$ cat config.mk
export PLATFORM = sky130hd
export DESIGN_NAME = stsl_ctrl
export DESIGN_NICKNAME = d
export VERILOG_FILES = /design/src/hw/rtl/assert_macros.svh /design/src/hw/rtl/stsl_pkg.sv /design/src/hw/rtl/stsl_ctrl.sv
export SDC_FILE = /design/constraint.sdc
export NUM_CORES = 1
export LEC_CHECK = 0
export BUFFER_PORTS_ARGS = -buffer_cell sky130_fd_sc_hd__buf_2
export CORE_MARGIN = 1.5
export CORE_UTILIZATION = 40
export CTS_CLUSTER_DIAMETER = 80
export CTS_CLUSTER_SIZE = 20
export DETAILED_ROUTE_END_ITERATION = 12
export PLACE_DENSITY = 0.72
export SETUP_SLACK_MARGIN = 0.2
export SYNTH_ARGS = -nofsm -noshare
export SYNTH_HDL_FRONTEND = slang
export SYNTH_SLANG_ARGS = --single-unit
$ cat constraint.sdc
create_clock -name clk -period 1.4 [get_ports clk]
set_clock_uncertainty 0.1 [all_clocks]
set_input_delay 0 -clock clk [delete_from_list [all_inputs] [get_ports clk]]
set_output_delay 0 -clock clk [all_outputs]
set_load 0.01 [all_outputs]
$ cat src/hw/rtl/assert_macros.svh
// Assertion macros used by the top-level RTL file of the tile lookup block.
`ifndef ASSERT_MACROS_SVH
`define ASSERT_MACROS_SVH

`ifndef SYNTHESIS
`define ASSERT_PROP(label, clk, rst, prop, msg) \
  label: assert property (@(posedge clk) disable iff (rst) prop) else $error(msg);
`define ASSERT_NEXT(label, clk, rst, ante, cons, msg) \
  label: assert property (@(posedge clk) disable iff (rst) (ante) |=> (cons)) else $error(msg);
`else
`define ASSERT_PROP(label, clk, rst, prop, msg)
`define ASSERT_NEXT(label, clk, rst, ante, cons, msg)
`endif

`endif

$ cat src/hw/rtl/stsl_pkg.sv
// Package with types and constants of the sorted tile subset lookup block.
`timescale 1ns / 1ps
`default_nettype none

package stsl_pkg;

  localparam int TILE_W   = 32;
  localparam int MASK_W   = 64;
  localparam int IMAGE_W  = 32;
  localparam int INDEX_W  = 12;
  localparam int COUNT_W  = 13;
  localparam int ENTRY_W  = TILE_W + MASK_W + IMAGE_W;
  localparam int CFG_ADDR_W = 3;
  localparam int CFG_DATA_W = 32;

  // operation codes
  localparam logic OP_WRITE  = 1'b0;
  localparam logic OP_LOOKUP = 1'b1;

  // register index (byte address bit 2)
  localparam logic REG_ENTRY_COUNT = 1'b0;

  typedef enum logic [3:0] {
    ST_IDLE,
    ST_SEARCH,
    ST_PROBE,
    ST_DOWN,
    ST_DOWN_CMP,
    ST_UP,
    ST_UP_CMP,
    ST_SCAN,
    ST_SCAN_CMP,
    ST_FETCH,
    ST_RESULT
  } state_t;

  typedef enum logic [1:0] {
    ADDR_MID,
    ADDR_LOW,
    ADDR_HIGH,
    ADDR_FINAL
  } addr_src_t;

  typedef enum logic [2:0] {
    LOW_HOLD,
    LOW_PIVOT_INC,
    LOW_PIVOT_DEC,
    LOW_DEC,
    LOW_INC,
    LOW_FROM_HIGH
  } low_op_t;

  typedef enum logic [2:0] {
    HIGH_HOLD,
    HIGH_PIVOT_DEC,
    HIGH_PIVOT_INC,
    HIGH_INC,
    HIGH_DEC
  } high_op_t;

  typedef struct packed {
    logic      wr_en;
    logic      start_lookup;
    logic      rd_en;
    addr_src_t rd_src;
    low_op_t   low_op;
    high_op_t  high_op;
    logic      pivot_load;
    logic      hit_set;
  } ctrl_cmd_t;

  typedef struct packed {
    logic count_zero;
    logic search_open;
    logic tile_lt;
    logic tile_gt;
    logic tile_eq;
    logic low_neg;
    logic high_at_end;
    logic scan_open;
    logic mask_subset;
  } dp_status_t;

endpackage

`default_nettype wire

$ cat src/hw/rtl/stsl_ctrl.sv
// Controller: state machine that issues table writes and sequences search, run widening and mask scan.
`timescale 1ns / 1ps
`default_nettype none

module stsl_ctrl import stsl_pkg::*; (
  input  wire logic       clk,
  input  wire logic       rst,
  input  wire logic       start,
  input  wire logic       operation,
  input  wire dp_status_t status,
  output      ctrl_cmd_t  cmd,
  output      logic       busy,
  output      logic       done
);

  state_t state;
  state_t state_next;

  always_ff @(posedge clk) begin
    if (rst) begin
      state <= ST_IDLE;
    end else begin
      state <= state_next;
    end
  end

  always_comb begin
    state_next       = state;
    cmd.wr_en        = 1'b0;
    cmd.start_lookup = 1'b0;
    cmd.rd_en        = 1'b0;
    cmd.rd_src       = ADDR_FINAL;
    cmd.low_op       = LOW_HOLD;
    cmd.high_op      = HIGH_HOLD;
    cmd.pivot_load   = 1'b0;
    cmd.hit_set      = 1'b0;
    done             = 1'b0;
    busy             = (state != ST_IDLE);

    case (state)
      ST_IDLE: begin
        if (start) begin
          if (operation == OP_WRITE) begin
            cmd.wr_en = 1'b1;
          end else if (!status.count_zero) begin
            cmd.start_lookup = 1'b1;
            state_next       = ST_SEARCH;
          end
        end
      end
      ST_SEARCH: begin
        if (status.search_open) begin
          cmd.rd_en      = 1'b1;
          cmd.rd_src     = ADDR_MID;
          cmd.pivot_load = 1'b1;
          state_next     = ST_PROBE;
        end else begin
          state_next = ST_FETCH;
        end
      end
      ST_PROBE: begin
        if (status.tile_lt) begin
          cmd.low_op = LOW_PIVOT_INC;
          state_next = ST_SEARCH;
        end else if (status.tile_gt) begin
          cmd.high_op = HIGH_PIVOT_DEC;
          state_next  = ST_SEARCH;
        end else begin
          // tile found: widen to its run, pivot itself is known equal
          cmd.low_op  = LOW_PIVOT_DEC;
          cmd.high_op = HIGH_PIVOT_INC;
          state_next  = ST_DOWN;
        end
      end
      ST_DOWN: begin
        if (status.low_neg) begin
          cmd.low_op = LOW_INC;
          state_next = ST_UP;
        end else begin
          cmd.rd_en  = 1'b1;
          cmd.rd_src = ADDR_LOW;
          state_next = ST_DOWN_CMP;
        end
      end
      ST_DOWN_CMP: begin
        if (status.tile_eq) begin
          cmd.low_op = LOW_DEC;
          state_next = ST_DOWN;
        end else begin
          cmd.low_op = LOW_INC;
          state_next = ST_UP;
        end
      end
      ST_UP: begin
        if (status.high_at_end) begin
          cmd.high_op = HIGH_DEC;
          state_next  = ST_SCAN;
        end else begin
          cmd.rd_en  = 1'b1;
          cmd.rd_src = ADDR_HIGH;
          state_next = ST_UP_CMP;
        end
      end
      ST_UP_CMP: begin
        if (status.tile_eq) begin
          cmd.high_op = HIGH_INC;
          state_next  = ST_UP;
        end else begin
          cmd.high_op = HIGH_DEC;
          state_next  = ST_SCAN;
        end
      end
      ST_SCAN: begin
        // high walks down the run as the scan cursor
        if (status.scan_open) begin
          cmd.rd_en  = 1'b1;
          cmd.rd_src = ADDR_HIGH;
          state_next = ST_SCAN_CMP;
        end else begin
          state_next = ST_FETCH;
        end
      end
      ST_SCAN_CMP: begin
        if (status.mask_subset) begin
          cmd.low_op  = LOW_FROM_HIGH;
          cmd.hit_set = 1'b1;
          state_next  = ST_FETCH;
        end else begin
          cmd.high_op = HIGH_DEC;
          state_next  = ST_SCAN;
        end
      end
      ST_FETCH: begin
        cmd.rd_en  = 1'b1;
        cmd.rd_src = ADDR_FINAL;
        state_next = ST_RESULT;
      end
      ST_RESULT: begin
        done       = 1'b1;
        state_next = ST_IDLE;
      end
      default: begin
        state_next = ST_IDLE;
      end
    endcase
  end

endmodule

`default_nettype wire

Word level (Yosys, flattened, before mapping)

Cells that the tools add are included.

Bits in registers: 4
Bits of input ports: 13
Word-level logic and storage cells: 56

Eq/ne operators: 13
Reduce and logical (&&, ||, !) cells: 3
Muxes and demuxes: 39

Operator list:

| operator                                                        | count |
|---|---|
| 4-bit one-hot mux with 10 select lines                          | 1 |
| 3-bit 2-to-1 mux                                                | 11 |
| 3-bit one-hot mux with 4 select lines                           | 2 |
| 4-bit 2-to-1 mux                                                | 5 |
| 4-bit by 3-bit == test with 1-bit output, second input constant | 4 |
| 2-bit 2-to-1 mux                                                | 8 |
| 3-bit one-hot mux with 5 select lines                           | 1 |
| 4-bit == test, second input constant                            | 3 |
| 1-bit 2-to-1 mux                                                | 11 |
| 4-bit by 2-bit == test with 1-bit output, second input constant | 2 |
| 2-bit inequality test, second input constant                    | 3 |
| 4-bit by 1-bit == test with 1-bit output, second input constant | 1 |
| 4-bit zero test                                                 | 1 |
| 4-bit nonzero test                                              | 1 |
| 3-bit AND reduction                                             | 1 |

Logic depth before layout (Yosys ltp)

Depth in word-level cells: 4
Mapped depth: 6

Least setup slack after synthesis

No wires, ideal clock.

Path kind: flip-flop to flip-flop
Start point: register state[3]
End point: register state[3]
Library setup time: 0.115 ns
Arrival: 1.186 ns
Cell stages (with the launch flop): 5
Setup slack: -0.002 ns
Path through: dfxtp_1 > or4_4 > nand2b_4 > nand3b_4 > nor2_1

Longest elaborated chain between the ends: 3
Elaborated cells on any way between the ends: 15

Ends and longest elaborated chain:

| item                            | line            | source |
|---|---|---|
| start: declaration              | stsl_ctrl.sv:16 | `state_t state;` |
| start signal: assignment        | stsl_ctrl.sv:23 | `state <= state_next;` |
| 4-bit zero test                 | stsl_ctrl.sv:40 | `case (state)` |
| 2-bit inequality test (no line) | -               |  |
| 3-bit AND reduction (no line)   | -               |  |

Parallel ways exist; a longest one is shown, timed or not.
A chain may end at the register's enable or synchronous reset.

==> results.json <==
{
  "wl_per_cell_um": 16.5,
  "grtUsageTotal": 0.249,
  "finalInstanceArea_mm2": 0.00117,
  "numCtsBuffers": 3,
  "postPlaceCellArea_um2": 772,
  "r2r_start": "state[1]$_SDFFE_PP0P_",
  "wirelength_um": 2400,
  "reg_top3": "state: 4 flops",
  "finalSetupTns_ns": -1.24,
  "hpwlAfterDp_um": 1290,
  "syn_avg_cell_area_um2": 6.84,
  "setup_ws_ns": -0.176,
  "fp-row-count": 13,
  "synth_seq_cells": 4,
  "die_w_um": 40.7,
  "crit_fanout": 5,
  "grt_pass1_wl_um": 2770,
  "period_needed_ns": 1.58,
  "synth_area_leaders": "dfxtp_1, a21oi_1, nor2_1, nand2b_1, nor3_1",
  "final_util": 0.886,
  "synth_top_area_cell": "dfxtp_1",
  "hold_path_class": "input pin to flip-flop",
  "core-area_mm2": 0.00132,
  "ant_nets": 0,
  "die_h_um": 40.7,
  "dr.pass1.iters": 4,
  "n_fill_cell": 61,
  "final_cell_count_no_fill": 146,
  "synthToLayoutAreaGrowth_pct": 106,
  "max_flop_register": "state",
  "first_iter_violations": 21,
  "overflow": 0,
  "tightest_slew_ns": 0.247,
  "drive_gt1_frac": 0.710,
  "status": "complete, but fails checks",
  "violations": "setup timing",
  "io_buffers": 27,
  "synth.lib_cells_used.distinct": 34,
  "timing.fmax_mhz": 634,
  "synth.top_cell.area_share": 0.141,
  "antenna_found_initial": 0,
  "cts_buffer_depth": 2,
  "gp_congestion": 0.821,
  "r2r-end": "state[1]$_SDFFE_PP0P_",
  "drc_errors": 0,
  "startpoint_type": "flip-flop",
  "slew_headroom": 0.835,
  "via_count": 847,
  "hold_violations": 0,
  "min_period_over_period": 1.13,
  "cp.arrival_ns": 1.48,
  "hold_path_depth": 3,
  "rsz0062_at_grt": "yes",
  "start_util": 0.431,
  "place_inst": 130,
  "clock_sinks": 4,
  "synthCells": 83,
  "htreeDepth": 1,
  "critPathCaptureType": "output port",
  "hold_ws_ns": 0.0883,
  "final_max_slew_viol_count": 0,
  "n_antenna_cell": 0,
  "grt_pass1_vias": 652,
  "cap_violations": 0,
  "vdd_drop_max_mv": 0.471,
  "ys_seq_area_frac": 0.141,
  "cts_tree": "yes",
  "power_density_mw_per_mm2": 375,
  "hp-start": "status[0]",
  "r2r_slack_ns": -0.06,
  "ff2ff_path_depth": 7,
  "insertion_delay_ns": 0.23,
  "criticalPathCategory": "flip-flop to output port",
  "critPathRequiredTime_ns": 1.30,
  "timing.critical_path.from": "state[1]$_SDFFE_PP0P_",
  "largest_reg_flops": 4,
  "final_net_count": 146,
  "finalSetupViolCount": 16,
  "vias_per_cell": 5.80,
  "min_to": "state[2]$_SDFFE_PP0P_",
  "cts-root-buf": "clkbuf_4",
  "ios": 28,
  "die_area_mm2": 0.00166,
  "yosys_warnings": 0,
  "path_clk_slew_ns": 0.04,
  "syn_area_um2": 568,
  "grt_max_degree": 17,
  "leakagePower_nw": 0.509,
  "syn_nets": 96
}
[Yosys cell counts (all sizes together)]
| library cell | instances |
|---|---|
| a211o | 1 |
| and3b | 1 |
| nor2b | 4 |
| nor4b | 2 |
| o21ai | 7 |
| a21oi | 8 |
| nand3b | 4 |
| nor2 | 9 |
| a211oi | 1 |
| and3 | 1 |
| inv | 4 |
| or4 | 2 |
| nor3 | 7 |
| o311ai | 1 |
| buf | 6 |
| o21bai | 2 |
| nand3 | 1 |
| a32oi | 1 |
| nor3b | 2 |
| or3 | 1 |
| nand2 | 3 |
| o22a | 1 |
| nand2b | 6 |
| a311o | 1 |
| a31oi | 1 |
| or2 | 1 |
| a22oi | 1 |
| dfxtp | 4 |
[worst max-delay path, cell delays in order (launching register included)]
cell and delay (ns):
dfxtp_4 0.36, or4_4 0.55, nor3b_2 0.18, buf_2 0.15
[worst max path at each step]
stage | slack [ns] | cells past startpoint | to
detailed placement | -0.05 | 5 | state[1]$_SDFFE_PP0P_
global placement | -0.02 | 4 | state[2]$_SDFFE_PP0P_
floorplan | 0.03 | 4 | state[1]$_SDFFE_PP0P_
finish | -0.18 | 3 | cmd[12]
CTS | -0.15 | 4 | cmd[8]
global route | -0.24 | 3 | cmd[12]
[layer usage]
metal	vias to the layer above	routed length [um]	share of wire	global-route usage
li1	404	-	-	-
met1	395	995	0.41	0.300
met2	40	1230	0.51	0.429
met3	8	123	0.051	0.0272
met4	0	51	0.021	0.133
met5	-	0	0	0
[report_power, final]
part | total [mW] | switching (mW) | internal, mW
sequential | 0.122 | 0.00857 | 0.114
combinational | 0.176 | 0.0894 | 0.0868
clock | 0.139 | 0.0436 | 0.0957
[cells by family after synthesis]
kind of cell | after synthesis | share of synthesized area
buffers and inverters | 10 | 0.0881
flip-flops | 4 | 0.141
AND/OR/NAND/NOR | 44 | 0.496
AO/OA/AOI/OAI | 25 | 0.275
[cells in the final DEF, fill, tap and decap left out, types with 4 or more instances in the layout]
cell     count
inv_1        4
buf_6        4
a21oi_2      5
o21ai_1      4
buf_4       17
buf_2       26
nor2_4       4
[area by class of cell]
type	instances	area (um2)	area share
Tap cell	15	18.8	0.0161
Timing Repair Buffer	51	363	0.311
Clock buffer	3	22.5	0.0193
Inverter	4	15.0	0.0129
Multi-Input combinational cell	69	656	0.562
Sequential cell	4	92.6	0.0793
[stage by stage]
step	power (mW)	worst slack, ns
after floorplan	0.189	0.0297
after global placement	0.242	-0.0171
after detailed placement	0.244	-0.0455
after CTS	0.414	-0.151
after global routing	0.465	-0.237
final	0.438	-0.176
[timing repair]
action | 4_1_cts | 5_1_grt
setup endpoints to repair | 19 | 19
buffers inserted | 5 | 7
hold endpoints to repair | 4 | 0
pin swaps | 5 | 13
resized for setup | 34 | 35
hold buffers | 1 | 0
Power figures use the tool's default switching activity.
